File: src/design/sprx_pkg.sv
// Shared types and codes for the serial port register block.
`default_nettype none
package sprx_pkg;

    // Transaction modes
    localparam logic [1:0] MODE_READ  = 2'd0;
    localparam logic [1:0] MODE_WRITE = 2'd1;
    localparam logic [1:0] MODE_RX    = 2'd2;
    localparam logic [1:0] MODE_BREAK = 2'd3;

    // Register selects
    localparam logic [2:0] SEL_CTRLA    = 3'd0;
    localparam logic [2:0] SEL_CTRLB    = 3'd1;
    localparam logic [2:0] SEL_INTENCLR = 3'd2;
    localparam logic [2:0] SEL_INTENSET = 3'd3;
    localparam logic [2:0] SEL_DATA     = 3'd4;
    localparam logic [2:0] SEL_STATUS   = 3'd5;
    localparam logic [2:0] SEL_INTFLAG  = 3'd6;
    localparam logic [2:0] SEL_WORD     = 3'd7;

    // Port kinds
    localparam logic [1:0] KIND_NONE = 2'd0;
    localparam logic [1:0] KIND_UART = 2'd1;
    localparam logic [1:0] KIND_SPI  = 2'd2;

    // Interrupt flag bits
    localparam logic [7:0] FLAG_DRE   = 8'h01;
    localparam logic [7:0] FLAG_TXC   = 8'h02;
    localparam logic [7:0] FLAG_RXC   = 8'h04;
    localparam logic [7:0] FLAG_ERROR = 8'h80;
    localparam logic [7:0] IRQ_MASK   = 8'hBF;

    typedef struct packed {
        logic [1:0]  mode;
        logic [2:0]  reg_sel;
        logic [3:0]  word_index;
        logic [31:0] write_data;
        logic [7:0]  rx_byte;
        logic [7:0]  spi_reply;
    } t_in;

    typedef struct packed {
        logic [31:0] read_data;
        logic        tx_valid;
        logic [7:0]  tx_byte;
        logic        irq;
        logic [4:0]  rx_space;
        logic        rx_dropped;
    } t_out;

endpackage
`default_nettype wire

File: src/design/sprx_ram.sv
// Generic single-port-write, single-port-read RAM with registered read data.
`default_nettype none
module sprx_ram #(
    parameter int WIDTH = 8,
    parameter int DEPTH = 16
) (
    input  wire                      i_clk,
    input  wire                      i_we,
    input  wire [$clog2(DEPTH)-1:0]  i_waddr,
    input  wire [WIDTH-1:0]          i_wdata,
    input  wire                      i_re,
    input  wire [$clog2(DEPTH)-1:0]  i_raddr,
    output logic [WIDTH-1:0]         o_rdata
);

    logic [WIDTH-1:0] r_mem [DEPTH];

    always_ff @(posedge i_clk) begin
        if (i_we) begin
            r_mem[i_waddr] <= i_wdata;
        end
        if (i_re) begin
            o_rdata <= r_mem[i_raddr];
        end
    end

endmodule
`default_nettype wire

File: src/design/serial_port_regs_with_rx_fifo_unit.sv
// Serial port register block with receive FIFO: top level.
//
//   channel | direction | handshake                   | payload
//   --------+-----------+-----------------------------+---------
//   in      | input     | i_in_valid / o_in_stall     | i_in  (t_in)
//   out     | output    | o_out_valid / i_out_stall   | o_out (t_out)
//
// One transaction per cycle unless an output stall holds it. Control registers
// and both memories (word file, receive store) are updated at the accepting
// edge; the memory read data is there in the cycle after acceptance, in the
// work stage, whose result is then registered at o_out_valid/o_out.
// Synchronous reset clears all control state and the word file valid bits at
// once; no clearing pass.
// An output stall backs up through the work stage to o_in_stall.
`default_nettype none
module serial_port_regs_with_rx_fifo_unit
    import sprx_pkg::*;
#(
    parameter int RX_DEPTH  = 16,
    parameter int REG_WORDS = 16
) (
    input  wire   i_clk,
    input  wire   i_rst_n,
    input  wire   i_in_valid,
    output logic  o_in_stall,
    input  t_in   i_in,
    output logic  o_out_valid,
    input  wire   i_out_stall,
    output t_out  o_out
);

    localparam int HW   = $clog2(RX_DEPTH);
    localparam int CW   = $clog2(RX_DEPTH + 1);
    localparam int SumW = CW + 1;
    localparam int SpW  = (CW > 5) ? CW : 5;
    localparam int WA   = $clog2(REG_WORDS);

    localparam logic [1:0] SRC_IMM  = 2'd0;
    localparam logic [1:0] SRC_WORD = 2'd1;
    localparam logic [1:0] SRC_RX   = 2'd2;

    // architectural state
    logic [7:0]           r_int_en,  n_int_en;
    logic [7:0]           r_flags,   n_flags;
    logic [15:0]          r_status,  n_status;
    logic [15:0]          r_latch,   n_latch;
    logic [HW-1:0]        r_head,    n_head;
    logic [CW-1:0]        r_count,   n_count;
    logic                 r_rx_on,   n_rx_on;
    logic [1:0]           r_kind,    n_kind;
    logic [REG_WORDS-1:0] r_wf_vld,  n_wf_vld;

    // work stage and output register
    logic                 r_s1_vld;
    logic [1:0]           r_s1_src;
    logic                 r_s1_hit;
    t_out                 r_s1_res;
    logic                 r_out_vld;
    t_out                 r_out;

    logic                 accept;
    logic                 s2_free;
    logic                 s1_move;

    logic                 wf_we, wf_re;
    logic [WA-1:0]        wf_waddr, wf_raddr;
    logic [31:0]          wf_rdata;
    logic                 rx_we, rx_re;
    logic [HW-1:0]        rx_waddr;
    logic [7:0]           rx_rdata;
    logic [SumW-1:0]      tail_sum;
    logic                 rx_full;
    logic                 idx_ok;
    logic [SpW-1:0]       space_w;

    logic [1:0]           s1_src;
    logic [31:0]          imm;
    logic                 txv;
    logic [7:0]           txb;
    logic                 drop;
    t_out                 s1_res;
    t_out                 s1_out;

    assign s2_free    = !r_out_vld || !i_out_stall;
    assign s1_move    = r_s1_vld && s2_free;
    assign o_in_stall = r_s1_vld && !s2_free;
    assign accept     = i_in_valid && !o_in_stall;

    assign tail_sum = (SumW'(r_head) + SumW'(r_count) >= SumW'(RX_DEPTH))
                    ? SumW'(r_head) + SumW'(r_count) - SumW'(RX_DEPTH)
                    : SumW'(r_head) + SumW'(r_count);
    assign rx_waddr = tail_sum[HW-1:0];
    assign rx_full  = (r_count == CW'(RX_DEPTH));
    assign idx_ok   = (int'(i_in.word_index) < REG_WORDS);

    always_comb begin
        n_int_en = r_int_en;
        n_flags  = r_flags;
        n_status = r_status;
        n_latch  = r_latch;
        n_head   = r_head;
        n_count  = r_count;
        n_rx_on  = r_rx_on;
        n_kind   = r_kind;
        n_wf_vld = r_wf_vld;
        wf_we    = 1'b0;
        wf_re    = 1'b0;
        wf_waddr = '0;
        wf_raddr = '0;
        rx_we    = 1'b0;
        rx_re    = 1'b0;
        s1_src   = SRC_IMM;
        imm      = '0;
        txv      = 1'b0;
        txb      = '0;
        drop     = 1'b0;
        if (accept) begin
            case (i_in.mode)
                MODE_READ: begin
                    case (i_in.reg_sel)
                        SEL_CTRLA: begin
                            wf_re    = 1'b1;
                            wf_raddr = '0;
                            s1_src   = SRC_WORD;
                        end
                        SEL_CTRLB: begin
                            wf_re    = 1'b1;
                            wf_raddr = WA'(1);
                            s1_src   = SRC_WORD;
                        end
                        SEL_INTENCLR, SEL_INTENSET: imm = {24'd0, r_int_en};
                        SEL_DATA: begin
                            if (r_kind == KIND_UART) begin
                                if (r_count != '0) begin
                                    rx_re  = 1'b1;
                                    s1_src = SRC_RX;
                                    // pop only with receive enabled
                                    if (r_rx_on) begin
                                        n_head  = (r_head == HW'(RX_DEPTH - 1))
                                                ? '0 : r_head + 1'b1;
                                        n_count = r_count - 1'b1;
                                        if (r_count != CW'(1)) begin
                                            n_flags = r_flags | FLAG_RXC;
                                        end else begin
                                            n_flags = r_flags & ~FLAG_RXC;
                                        end
                                    end
                                end
                            end else if (r_kind == KIND_SPI) begin
                                imm = {24'd0, r_latch[7:0]};
                            end
                        end
                        SEL_STATUS:  imm = {16'd0, r_status};
                        SEL_INTFLAG: imm = {24'd0, r_flags};
                        default: begin
                            if (idx_ok) begin
                                wf_re    = 1'b1;
                                wf_raddr = WA'(i_in.word_index);
                                s1_src   = SRC_WORD;
                            end
                        end
                    endcase
                end
                MODE_WRITE: begin
                    case (i_in.reg_sel)
                        SEL_CTRLA: begin
                            if (i_in.write_data[0]) begin
                                // soft reset: everything but the interrupt enables
                                n_flags  = '0;
                                n_status = '0;
                                n_latch  = '0;
                                n_head   = '0;
                                n_count  = '0;
                                n_rx_on  = 1'b0;
                                n_kind   = KIND_NONE;
                                n_wf_vld = '0;
                            end else begin
                                if (i_in.write_data[4:3] == 2'b00) begin
                                    n_kind  = KIND_UART;
                                    n_flags = r_flags | FLAG_DRE | FLAG_TXC;
                                end else if (i_in.write_data[4] == 1'b0) begin
                                    n_kind  = KIND_SPI;
                                    n_flags = r_flags | FLAG_DRE | FLAG_TXC;
                                end else begin
                                    n_kind  = KIND_NONE;
                                end
                                wf_we       = 1'b1;
                                wf_waddr    = '0;
                                n_wf_vld[0] = 1'b1;
                            end
                        end
                        SEL_CTRLB: begin
                            n_rx_on     = i_in.write_data[17];
                            wf_we       = 1'b1;
                            wf_waddr    = WA'(1);
                            n_wf_vld[1] = 1'b1;
                        end
                        SEL_INTENCLR: n_int_en = r_int_en & ~i_in.write_data[7:0];
                        SEL_INTENSET: n_int_en = r_int_en | i_in.write_data[7:0];
                        SEL_DATA: begin
                            if (r_kind == KIND_UART) begin
                                txv     = 1'b1;
                                txb     = i_in.write_data[7:0];
                                n_flags = r_flags | FLAG_DRE | FLAG_TXC;
                                n_latch = '0;
                            end else if (r_kind == KIND_SPI) begin
                                txv     = 1'b1;
                                txb     = i_in.write_data[7:0];
                                n_latch = {8'd0, i_in.spi_reply};
                                n_flags = r_flags | FLAG_DRE | FLAG_TXC | FLAG_RXC;
                            end
                        end
                        SEL_STATUS:  n_status = i_in.write_data[15:0];
                        SEL_INTFLAG: n_flags  = i_in.write_data[7:0];
                        default: begin
                            if (idx_ok) begin
                                wf_we              = 1'b1;
                                wf_waddr           = WA'(i_in.word_index);
                                n_wf_vld[wf_waddr] = 1'b1;
                            end
                        end
                    endcase
                end
                MODE_RX: begin
                    if (rx_full) begin
                        drop = 1'b1;
                    end else begin
                        rx_we   = 1'b1;
                        n_count = r_count + 1'b1;
                        n_flags = r_flags | FLAG_RXC;
                    end
                end
                default: n_flags = r_flags | FLAG_ERROR;
            endcase
        end
    end

    assign space_w = SpW'(RX_DEPTH) - SpW'(n_count);

    always_comb begin
        s1_res            = '0;
        s1_res.read_data  = imm;
        s1_res.tx_valid   = txv;
        s1_res.tx_byte    = txb;
        s1_res.irq        = |(n_flags & n_int_en & IRQ_MASK);
        s1_res.rx_space   = n_rx_on ? space_w[4:0] : 5'd0;
        s1_res.rx_dropped = drop;
    end

    sprx_ram #(
        .WIDTH (32),
        .DEPTH (REG_WORDS)
    ) u_word_ram (
        .i_clk   (i_clk),
        .i_we    (wf_we),
        .i_waddr (wf_waddr),
        .i_wdata (i_in.write_data),
        .i_re    (wf_re),
        .i_raddr (wf_raddr),
        .o_rdata (wf_rdata)
    );

    sprx_ram #(
        .WIDTH (8),
        .DEPTH (RX_DEPTH)
    ) u_rx_ram (
        .i_clk   (i_clk),
        .i_we    (rx_we),
        .i_waddr (rx_waddr),
        .i_wdata (i_in.rx_byte),
        .i_re    (rx_re),
        .i_raddr (r_head),
        .o_rdata (rx_rdata)
    );

    always_ff @(posedge i_clk) begin
        if (!i_rst_n) begin
            r_int_en <= '0;
            r_flags  <= '0;
            r_status <= '0;
            r_latch  <= '0;
            r_head   <= '0;
            r_count  <= '0;
            r_rx_on  <= 1'b0;
            r_kind   <= KIND_NONE;
            r_wf_vld <= '0;
        end else begin
            r_int_en <= n_int_en;
            r_flags  <= n_flags;
            r_status <= n_status;
            r_latch  <= n_latch;
            r_head   <= n_head;
            r_count  <= n_count;
            r_rx_on  <= n_rx_on;
            r_kind   <= n_kind;
            r_wf_vld <= n_wf_vld;
        end
    end

    // work stage: hold while the output register is blocked
    always_ff @(posedge i_clk) begin
        if (!i_rst_n) begin
            r_s1_vld <= 1'b0;
        end else if (!o_in_stall) begin
            r_s1_vld <= i_in_valid;
        end
    end

    always_ff @(posedge i_clk) begin
        if (accept) begin
            r_s1_src <= s1_src;
            r_s1_hit <= r_wf_vld[wf_raddr];
            r_s1_res <= s1_res;
        end
    end

    always_comb begin
        s1_out = r_s1_res;
        case (r_s1_src)
            SRC_WORD: s1_out.read_data = r_s1_hit ? wf_rdata : 32'd0;
            SRC_RX:   s1_out.read_data = {24'd0, rx_rdata};
            default:  s1_out.read_data = r_s1_res.read_data;
        endcase
    end

    always_ff @(posedge i_clk) begin
        if (!i_rst_n) begin
            r_out_vld <= 1'b0;
        end else if (s2_free) begin
            r_out_vld <= r_s1_vld;
        end
    end

    always_ff @(posedge i_clk) begin
        if (s1_move) begin
            r_out <= s1_out;
        end
    end

    assign o_out_valid = r_out_vld;
    assign o_out       = r_out;

    a_count_bound: assert property (@(posedge i_clk) disable iff (!i_rst_n)
        r_count <= CW'(RX_DEPTH))
        else $error("receive count beyond depth");

    a_drop_no_space: assert property (@(posedge i_clk) disable iff (!i_rst_n)
        (o_out_valid && o_out.rx_dropped) |-> (o_out.rx_space == 5'd0))
        else $error("dropped byte with free space reported");

    a_tx_no_read: assert property (@(posedge i_clk) disable iff (!i_rst_n)
        (o_out_valid && o_out.tx_valid) |-> (o_out.read_data == 32'd0))
        else $error("send transaction carries read data");

    a_accept_fills: assert property (@(posedge i_clk) disable iff (!i_rst_n)
        accept |=> r_s1_vld)
        else $error("accepted transaction lost in work stage");

endmodule
`default_nettype wire

File: config.mk
export PLATFORM = sky130hd
export DESIGN_NAME = serial_port_regs_with_rx_fifo_unit
export DESIGN_NICKNAME = d
export VERILOG_FILES = /design/src/design/sprx_pkg.sv /design/src/design/sprx_ram.sv /design/src/design/serial_port_regs_with_rx_fifo_unit.sv
export SDC_FILE = /design/constraint.sdc
export NUM_CORES = 1
export LEC_CHECK = 0
export BUFFER_PORTS_ARGS = -buffer_cell sky130_fd_sc_hd__clkbuf_2
export CAP_MARGIN = 40
export CORE_MARGIN = 4
export CORE_UTILIZATION = 50
export CTS_CLUSTER_SIZE = 12
export DETAILED_ROUTE_END_ITERATION = 10
export PLACE_DENSITY_LB_ADDON = 0.08
export SYNTH_ARGS = -nofsm -noshare
export SYNTH_HDL_FRONTEND = slang
export SYNTH_SLANG_ARGS = --single-unit
File: constraint.sdc
create_clock -name i_clk -period 4.8 [get_ports i_clk]
set_input_delay 0.48 -clock i_clk [delete_from_list [all_inputs] [get_ports i_clk]]
set_output_delay 0.48 -clock i_clk [all_outputs]
set_load 0.02 [all_outputs]
Yosys cells after proc, flatten, opt, wreduce, memory -nomap -nowiden
Memory sizes are Yosys's and may differ from the RTL's. A register that Yosys moved wholly into a read port is not among the register bits.
Cells that the tools add are included.
{ "totals": {"register_bits": 169, "mem_bits_rw": 640, "inputBits": 61, "output_inout_bits": 50, "wordCells": 191, "memories": 2} }
{ "op_classes": {"n_addsub": 6, "n_lt_le_gt_ge": 4, "eq_ne": 23, "muxes": 92, "n_bitwise": 7, "n_reduce_logical": 30} }
{ "memory_table": {"columns": ["name", "depth", "word_bits", "read_ports", "rd_clocked_by_memory_dff", "wr", "line", "source"], "rows": [
  ["u_word_ram.r_mem", 16, 32, 1, 1, 1, "sprx_ram.sv:16", "logic [WIDTH-1:0] r_mem [DEPTH];"],
  ["u_rx_ram.r_mem", 16, 8, 1, 1, 1, "sprx_ram.sv:16", null]
]} }
{ "op_table": {"columns": ["op", "count"], "rows": [
  ["8-bit 2-to-1 mux", 10],
  ["16-bit case mux with 4 select lines", 1],
  ["32-bit case mux with 2 select lines", 1],
  ["4-bit 2-to-1 mux", 12],
  ["8-bit case mux with 3 select lines", 2],
  ["5-bit 2-to-1 mux", 8],
  ["32-bit 2-to-1 mux", 1],
  ["16-bit case mux with 2 select lines", 1],
  ["8-bit case mux with 2 select lines", 2],
  ["14-bit case mux with 2 select lines", 1],
  ["1-bit 2-to-1 mux", 26],
  ["3-bit 2-to-1 mux", 8],
  ["8-bit bitwise AND", 2],
  ["16-bit 2-to-1 mux", 1],
  ["16-bit bitwise OR", 1],
  ["4-bit case mux with 2 select lines", 2],
  ["15-bit 2-to-1 mux", 1],
  ["5-bit case mux with 3 select lines", 1],
  ["2-bit 2-to-1 mux", 7],
  ["2-bit inequality test, second input constant", 7],
  ["4-bit AND reduction", 3],
  ["6-bit OR reduction", 2],
  ["4-bit by 5-bit less-than comparator with 1-bit output, second input constant", 2],
  ["3-bit equality test, second input constant", 3],
  ["39 further kinds", 57]
]} }

Longest topological paths before layout
Gate-level depths: netlist of the first run.
{ "depth": {"word_depth": 10, "ltp_mapped": 12, "ltp_nobuf": 9} }

Modules after synthesis
Synthesis of the first run repeated with hierarchy kept, for this count alone.
{ "unflattened": {"hier_cells": 1760, "area_unflattened_um2": 32416.1} }
{ "by_module_without_submodules": {"columns": ["module", "n_inst", "cells_each", "area_per_inst_um2", "seq_area_each_um2"], "rows": [
  ["sprx_ram (u_word_ram)", 1, 838, 20155.6, 16335.7],
  ["serial_port_regs_with_rx_fifo_unit", 1, 693, 7033.0, 3893.7],
  ["sprx_ram (u_rx_ram)", 1, 229, 5227.5, 4083.9]
]} }

Worst setup path after synthesis of the first run
OpenSTA, ideal clock, no wires.
{ "synth_path": {"kind": "input to register", "startpoint": "input i_out_stall", "endpoint": "register r_out, in the netlist o_out[0] (enable)", "setup_ns": 0.527, "t_arrival_ns": 4.003, "required_ns": 4.273, "setup_slack_ns": 0.271, "cell_stages": 1, "path_buffers": 0, "cell_sequence": "a21boi_0"} }
{ "synth_between": {"elab_chain_len": 3} }
{ "synth_lines": {"columns": ["element", "line", "source"], "rows": [
  ["start: declaration", "serial_port_regs_with_rx_fifo_unit.sv:28", "input wire i_out_stall,"],
  ["1-bit zero test", "serial_port_regs_with_rx_fifo_unit.sv:84", "assign s2_free = !r_out_vld || !i_out_stall;"],
  ["1-bit logical OR", "serial_port_regs_with_rx_fifo_unit.sv:84", null],
  ["1-bit logical AND", "serial_port_regs_with_rx_fifo_unit.sv:85", "assign s1_move = r_s1_vld && s2_free;"],
  ["end signal: assignment", "serial_port_regs_with_rx_fifo_unit.sv:336", "r_out <= s1_out;"],
  ["end: declaration", "serial_port_regs_with_rx_fifo_unit.sv:59", "t_out r_out;"]
]} }
No other way between the ends.
A chain may end at the register's enable or synchronous reset.

Worst setup path in the final report of the first run
{ "layout_path": {"startpoint": "register r_out_vld, in the netlist o_out_valid", "endpoint": "memory u_word_ram.r_mem[11][25] (enable)"} }
{ "layout_between": {"elab_chain_len": 9, "word_cells_on_any_way": 10, "cone_classes": "4 x mux; 6 x reduce/logical"} }
{ "layout_lines": {"columns": ["element", "line", "source"], "rows": [
  ["start: declaration", "serial_port_regs_with_rx_fifo_unit.sv:58", "logic r_out_vld;"],
  ["start signal: assignment", "serial_port_regs_with_rx_fifo_unit.sv:330", "r_out_vld <= r_s1_vld;"],
  ["1-bit zero test (*)", "serial_port_regs_with_rx_fifo_unit.sv:84", null],
  ["1-bit logical OR (*)", "serial_port_regs_with_rx_fifo_unit.sv:84", null],
  ["1-bit zero test (*)", "serial_port_regs_with_rx_fifo_unit.sv:86", "assign o_in_stall = r_s1_vld && !s2_free;"],
  ["1-bit logical AND (*)", "serial_port_regs_with_rx_fifo_unit.sv:86", null],
  ["1-bit zero test (*)", null, null],
  ["1-bit logical AND (*)", "serial_port_regs_with_rx_fifo_unit.sv:87", "assign accept = i_in_valid && !o_in_stall;"],
  ["1-bit 2-to-1 mux", "serial_port_regs_with_rx_fifo_unit.sv:117", "if (accept) begin"],
  ["1-bit 2-to-1 mux", "sprx_ram.sv:19", "if (i_we) begin"],
  ["1-bit 2-to-1 mux (not written as such)", "sprx_ram.sv:20", "r_mem[i_waddr] <= i_wdata;"],
  ["end: declaration", "sprx_ram.sv:16", null]
]} }
Mark *: on every way between the ends. The rest lies on a longest branch, timed or not.

==> results of run 1 <==
## placed cells by master, fill, tap and decap left out, types with 10 or more instances in the layout
cell / Yosys / layout
and3_1: 14 / 12
a31oi_1: 42 / 42
nor3b_1: 40 / 40
o21ai_1: 11 / 10
a221oi_1: 43 / 43
a22o_1: 19 / 19
mux4_2: 40 / 40
a21oi_1: 45 / 45
nand2_1: 68 / 68
nand4_1: 11 / 11
o21ai_0: 38 / 38
mux2i_1: 13 / 13
and2_1: 36 / 36
o211ai_1: 37 / 37
nand3b_1: 38 / 38
nor2_4: 0 / 16
nor2_1: 146 / 130
clkbuf_16: 0 / 92
o311ai_0: 26 / 26
nand3_1: 25 / 25
nor3_1: 46 / 43
buf_4: 4 / 67
ha_1: 14 / 14
dfxtp_1: 70 / 69
clkbuf_2: 0 / 109
a222oi_1: 32 / 32
a22oi_1: 89 / 89
edfxtp_1: 763 / 763
inv_1: 75 / 75
nor2b_1: 45 / 44
clkbuf_1: 100 / 28
o311a_1: 12 / 12
a311oi_1: 33 / 33
clkinv_1: 1 / 18
## power breakdown
group	leakage [nW]	internal (mW)	switching, mW
combinational	3.59	0.153	0.429
sequential	7.51	7.96	0.0198
clock	1.28	3.64	2.65
## registers in the layout, indices dropped and copies added (netlist names), 4 cells and up, named ones only
register / cells
r_flags: 7
u_word_ram.r_mem: 512
r_wf_vld: 16
r_s1_res: 32
u_rx_ram.r_mem: 128
r_status: 16
o_out: 48
r_int_en: 7
r_latch: 8
r_count: 5
u_word_ram.o_rdata: 32
r_head: 4
u_rx_ram.o_rdata: 8
## worst paths after layout
| check | end | slack [ns] | depth (start not counted) |
|---|---|---|---|
| worst max register to register | u_word_ram.r_mem[11][25] | 1.53 | 6 |
| worst min-delay path | r_s1_vld | 0.18 | 2 |
| worst min register to register | o_out[4] | 0.42 | 0 |
| worst max-delay path | u_word_ram.r_mem[11][25] | 1.53 | 6 |
## cells by family after synthesis
family / Yosys count / share of synthesized area
AND/OR/NAND/NOR: 512 / 0.0836
multiplexers: 57 / 0.0323
XOR/XNOR: 7 / 0.00184
flip-flops: 833 / 0.730
buffers and inverters: 239 / 0.0298
adder cells (fa/ha/maj): 15 / 0.00586
AO/OA/AOI/OAI: 503 / 0.117
## critical path: stages (launching register included)
cell	delay [ns]
dfxtp_1	0.35
nand3_1	0.36
nand2_1	0.42
nor2_1	0.38
nand3_1	0.33
nor2_4	0.64
buf_4	0.44
## layout make-up
cell class / count / area (um2) / area share
Clock inverter: 28 / 186 / 0.00493
Multi-Input combinational cell: 1094 / 8180 / 0.216
Antenna cell: 4 / 10.0 / 0.000265
Clock buffer: 123 / 2450 / 0.0647
Sequential cell: 833 / 24300 / 0.643
Timing Repair Buffer: 189 / 1330 / 0.0351
Tap cell: 864 / 1080 / 0.0286
Inverter: 76 / 285 / 0.00754
## per-layer routing
metal / GRT usage / part of all wire
met4: 0.0736 / 0.023
met2: 0.393 / 0.48
met3: 0.0357 / 0.066
met1: 0.360 / 0.43
met5: 0 / 0
## metrics by stage
step                instances  power, mW  hold WS (ns)  setup slack [ns]
floorplan                2166       8.44         0.400             0.271
global route             3210       15.3         0.171              1.32
CTS                      3207       15.0         0.145              1.52
global placement         3037       8.70         0.401              1.30
detailed placement       3056       8.72         0.405              1.27
finish                   3211       14.8         0.177              1.53
==> metrics.md, run 1 <==
| Metric | Value |
|---|---|
| Final antenna-violating net count | `0` |
| Die Area | `0.0708 mm2` |
| Worst clock skew | `0.0211 ns` |
| Rel. slew slack | `0.417` |
| Global Route Usage Sum | `0.247` |
| Hold crit path type | `primary input to flop` |
| Total CTS buffers | `87` |
| Critical setup path kind | `flop to flop` |
| DRC Markers | `0` |
| Post-route cell area | `0.0378 mm2` |
| Post-synth top cells | `edfxtp_1, nor2_1, clkbuf_1` |
| FP Rows | `94` |
| First-pass GRT wire length | `131 mm` |
| Area Growth Syn to Fin | `13.6%` |
| Final setup fails | `0` |
| CTS tree | `built` |
| Area after DPL | `0.0352 mm2` |
| Count leader, synth | `edfxtp_1` |
| Clock slew at reported path FFs | `0.06 ns` |
| Worst-skew pair later-pin latency | `0.63 ns` |
| DR iter-0 viols | `2125` |
| Cell Pwr Density | `393 mW/mm2` |
| Status | `finished clean` |
| Post-synth EDFFs | `763` |
| CP arrival | `3.55 ns` |
| Sequential share of the synthesized area | `0.730` |
| Mean Syn Cell Area | `15.4 um2` |
| Period utilization | `0.681` |
| Vias | `20128` |
| TritonCTS Sinks | `833` |
| Peak Freq | `306 MHz` |
| Ports | `111` |
| Final hold vios | `0` |
| Final core occ | `0.574` |
| Setup_tns | `0 ns` |
| Initial Util | `0.506` |
| Syn Nets | `2242` |
| Post-synthesis async set-or-reset flop share | `0` |
| Peak supply drop | `0.000299 V` |
| Static leakage | `12.4 nW` |
| Minimum clock period | `3.27 ns` |
| 1st-pass router iterations | `6` |
| Critical Path Source Type | `flop` |
| CP max FO | `17` |
| Syn. warnings | `0` |
| Detailed-placement wirelength estimate | `52.9 mm` |
| Synth area leader | `edfxtp_1` |
| Clock root cell | `clkbuf_16` |
| Chip width | `266 um` |
| Initial antenna violation count | `4` |
| GPL Wtd Cong | `0.868` |
| Postcts setup bufs | `0` |
| Post-synth top area share | `0.688` |
| Buffers on Ports | `110` |
| Reg2reg start | `o_out_valid` |
| Number of max-cap violations | `0` |
| Vias in the first global route | `19884` |
| CP Capture Type | `flop` |
| Slew Limit Fails | `0` |
| Die height | `266 um` |
| Hold Crit Start | `i_in_valid` |
| WP data required | `5.09 ns` |
| CTS H-tree lvls | `3` |
| Vias per cell | `6.27` |
| Core area | `0.0659 mm2` |
| PostCTS Resize Cnt | `0` |
| Tightest Pin Transition | `0.872 ns` |
| Nets | `2357` |
| Flop and latch count out of synthesis | `833` |
| Mapped Cells | `2166` |
| CP Launch Point | `o_out_valid` |
| Mapped Area | `0.0333 mm2` |
| Total wire length | `88.4 mm` |
| Share of layout cells above drive strength 1 | `0.170` |
| Largest net degree at the start of global routing | `71` |
| Grt ovf | `0` |
| Hold buffer count at CTS | `0` |
| Clock Tree Buf Depth | `3` |
| Post-synth top flop | `edfxtp_1` |
| RSZ-0062 raised after global routing | `no` |
| Count of cell types in the netlist | `89` |
| WL/cell | `27.5 um` |
| Filler Cells Inserted | `5170` |
| Synth top area cells | `edfxtp_1, dfxtp_1, mux4_2, a22oi_1, nor2_1` |
Note: power is estimated with default switching activity, not from simulation.
==> run 2, diff against run 1 <==
==> constraint.sdc (replaced) <==
create_clock -name i_clk -period 2.8 [get_ports i_clk]
set_input_delay 0.28 -clock i_clk [delete_from_list [all_inputs] [get_ports i_clk]]
set_output_delay 0.28 -clock i_clk [all_outputs]
set_load 0.02 [all_outputs]
==> run 2 against run 1 <==
Sequential power rose by 72%; die area did not move; cell count rose by 2.0%; core utilization rose by 1.1 points; first-iteration DRC count rose by 16%; global-route usage rose by 0.35 points; critical path type is now primary input to flop; clock skew fell by 0.0078 ns; combinational power rose by 82%; clock power rose by 70%.
==> metrics.md, run 2 (synthesized netlist as in run 1, its figures left out) <==
| Metric | Value |
|---|---|
| Status | `finished clean` |
| Slowest stage cell, crit path | `o311ai_0` |
| Clock Tree Buf Depth | `3 (unchanged)` |
| Max stage delay on crit path | `0.66 ns (+0.02 ns)` |
| WP data required | `3.29 ns (-1.80 ns)` |
| Clock root cell | `clkbuf_16` |
| Buffers on Ports | `110 (unchanged)` |
| RSZ-0062 raised after global routing | `no` |
| Pre-CTS setup slack | `0.0332 ns (-1.23 ns)` |
| Cell family with most CP delay | `buffers and inverters` |
| Total wire length | `89.5 mm (+1.2%)` |
| 1st-pass router iterations | `8 (+2)` |
| Peak Freq | `364 MHz` |
| Filler Cells Inserted | `5125 (-0.87%)` |
| DRC Markers | `0 (unchanged)` |
| Number of max-cap violations | `0 (unchanged)` |
| Ports | `111 (unchanged)` |
| Hold crit path type | `primary input to flop` |
| Clock slew at reported path FFs | `0.06 ns (about the same)` |
| WL/cell | `27.3 um (-0.74%)` |
| CP Capture Type | `flop` |
| FP Rows | `94 (unchanged)` |
| Leading cell type in the layout, fill and taps excluded | `edfxtp_1` |
| Initial antenna violation count | `4 (unchanged)` |
| Area Growth Syn to Fin | `15.8%` |
| DR iter-0 viols | `2464 (+16%)` |
| Total CTS buffers | `86 (-1.1%)` |
| Final hold vios | `0 (unchanged)` |
| Share of layout cells above drive strength 1 | `0.190 (+0.0200)` |
| Largest net degree at the start of global routing | `72 (+1.4%)` |
| Setup ws final | `0.0490 ns (-1.48 ns)` |
| Area after DPL | `0.0359 mm2 (+2.0%)` |
| Final setup fails | `0 (unchanged)` |
| Detailed-placement wirelength estimate | `52.5 mm (-0.87%)` |
| CTS tree | `built` |
| Peak supply drop | `0.000513 V (+72%)` |
| Period utilization | `0.982` |
| Chip width | `266 um (unchanged)` |
| Most frequent CP cell | `buf_4` |
| Multi-input gate area | `0.00819 mm2 (+0.23%)` |
| Most frequent cells in the layout | `edfxtp_1, nor2_1, clkbuf_2, buf_4, clkbuf_16` |
| Top reg by flops | `u_word_ram.r_mem` |
| Nets | `2423 (+2.8%)` |
| First-pass GRT wire length | `133 mm (+1.2%)` |
| Placed instance count | `3115 (+1.9%)` |
| Rel. slew slack | `0.432 (+0.0152)` |
| Vias per cell | `6.23 (-0.54%)` |
| R2R Setup Slk | `0.26 ns (-1.27 ns)` |
| CP arrival | `3.24 ns (-0.31 ns)` |
| CP bufs+invs | `6 (+5)` |
| TritonCTS Sinks | `833 (unchanged)` |
| Grt ovf | `0 (unchanged)` |
| CP max FO | `35 (+18)` |
| Combined flip-flop and latch cell area | `0.0243 mm2 (unchanged)` |
| Vias in the first global route | `20280 (+2.0%)` |
| Worst clock skew | `0.0133 ns (-0.00782 ns)` |
| Die height | `266 um (unchanged)` |
| Setup_tns | `0 ns (unchanged)` |
| Static leakage | `12.8 nW (+3.0%)` |
| Layout Cells excl Fill | `3275 (+2.0%)` |
| Initial Util | `0.506 (unchanged)` |
| Critical Path Source Type | `primary input` |
| Cell Pwr Density | `659 mW/mm2 (+68%)` |
| Critical setup path kind | `primary input to flop` |
| Vias | `20418 (+1.4%)` |
| Core area | `0.0659 mm2 (unchanged)` |
| Final antenna-violating net count | `0 (unchanged)` |
| Minimum clock period | `2.75 ns` |
| Max FFs per register | `512 (unchanged)` |
| Global Route Usage Sum | `0.250 (+0.00345)` |
| Worst-skew pair later-pin latency | `0.62 ns (about the same)` |
| Die Area | `0.0708 mm2 (unchanged)` |
| GPL Wtd Cong | `0.884 (+1.8%)` |
| Crit-path cells | `dlygate4sd3_1, clkbuf_2, nor3b_2, buf_4, nand4_1, buf_12, buf_4, o311ai_0, buf_4, a31o_2` |
| Tightest Pin Transition | `0.847 ns (-0.0252 ns)` |
| Post-route cell area | `0.0386 mm2 (+2.0%)` |
| CTS H-tree lvls | `3 (unchanged)` |
| Slew Limit Fails | `0 (unchanged)` |
-- run 2: cell count changes in the layout (fill, tap and decap cells not counted), moves of 2 or more --
| cell | previous run | this run |
|---|---|---|
| nor3_2 | 3 | 1 |
| clkinv_2 | 5 | 7 |
| buf_16 | 3 | 0 |
| buf_12 | 9 | 33 |
| dlygate4sd3_1 | 0 | 8 |
| buf_4 | 67 | 106 |
| nor3_4 | 1 | 3 |
-- run 2: timing repair --
action                                  4_1_cts  5_1_grt
setup buffers                                 0        0
gates resized for setup                       0        1
endpoints found under the setup margin        0        1
endpoints found under the hold margin         9        0
hold buffers                                  8        0
-- run 2: final cells by class --
| cell class | instances | area share |
|---|---|---|
| clock inverter | 28 | 0.00503 |
| inverter | 76 | 0.00743 |
| clock buffer | 120 | 0.0624 |
| timing repair buffer | 256 | 0.0540 |
| tap | 864 | 0.0280 |
| antenna | 4 | 0.000260 |
| multi-input combinational | 1094 | 0.212 |
| sequential | 833 | 0.630 |
-- run 2: power breakdown --
| group | total (mW) | switching, mW | internal [mW] | leakage, nW |
|---|---|---|---|---|
| clock network | 10.7 | 4.54 | 6.14 | 1.26 |
| logic | 1.06 | 0.754 | 0.304 | 3.99 |
| registers | 13.7 | 0.0297 | 13.6 | 7.51 |
-- run 2: final timing paths --
check / startpoint / cells past startpoint / to
setup / recovery: i_in_valid / 10 / u_word_ram.o_rdata[14]
hold / removal: i_in[7] / 4 / r_latch[7]
setup reg to reg: r_count[1] / 8 / r_s1_res[6]
hold reg to reg: r_s1_res[1] / 0 / o_out[1]
-- run 2: stage by stage --
stage               hold slack [ns]   util  total power [mW]
floorplan                     0.379      -              14.5
global placement              0.406  0.545              15.0
detailed placement            0.407  0.545              15.0
CTS                         0.00137  0.585              25.6
global route                 0.0254  0.586              26.3
finish                       0.0286  0.586              25.4
-- run 2: routing by layer --
layer | global-route usage | vias up | share of wire
met3 | 0.0364 | 158 | 0.075
met5 | 0 | - | 0
met2 | 0.399 | 868 | 0.47
met4 | 0.0834 | 0 | 0.032
met1 | 0.360 | 10364 | 0.42
li1 | - | 9028 | -
-- run 2: worst min-delay path, delay by kind of cell --
family	cells	cell delay, ns
buffers and inverters	1	0.08
and+or+nand+nor	2	0.18
AOI/OAI and AO/OA	1	0.05
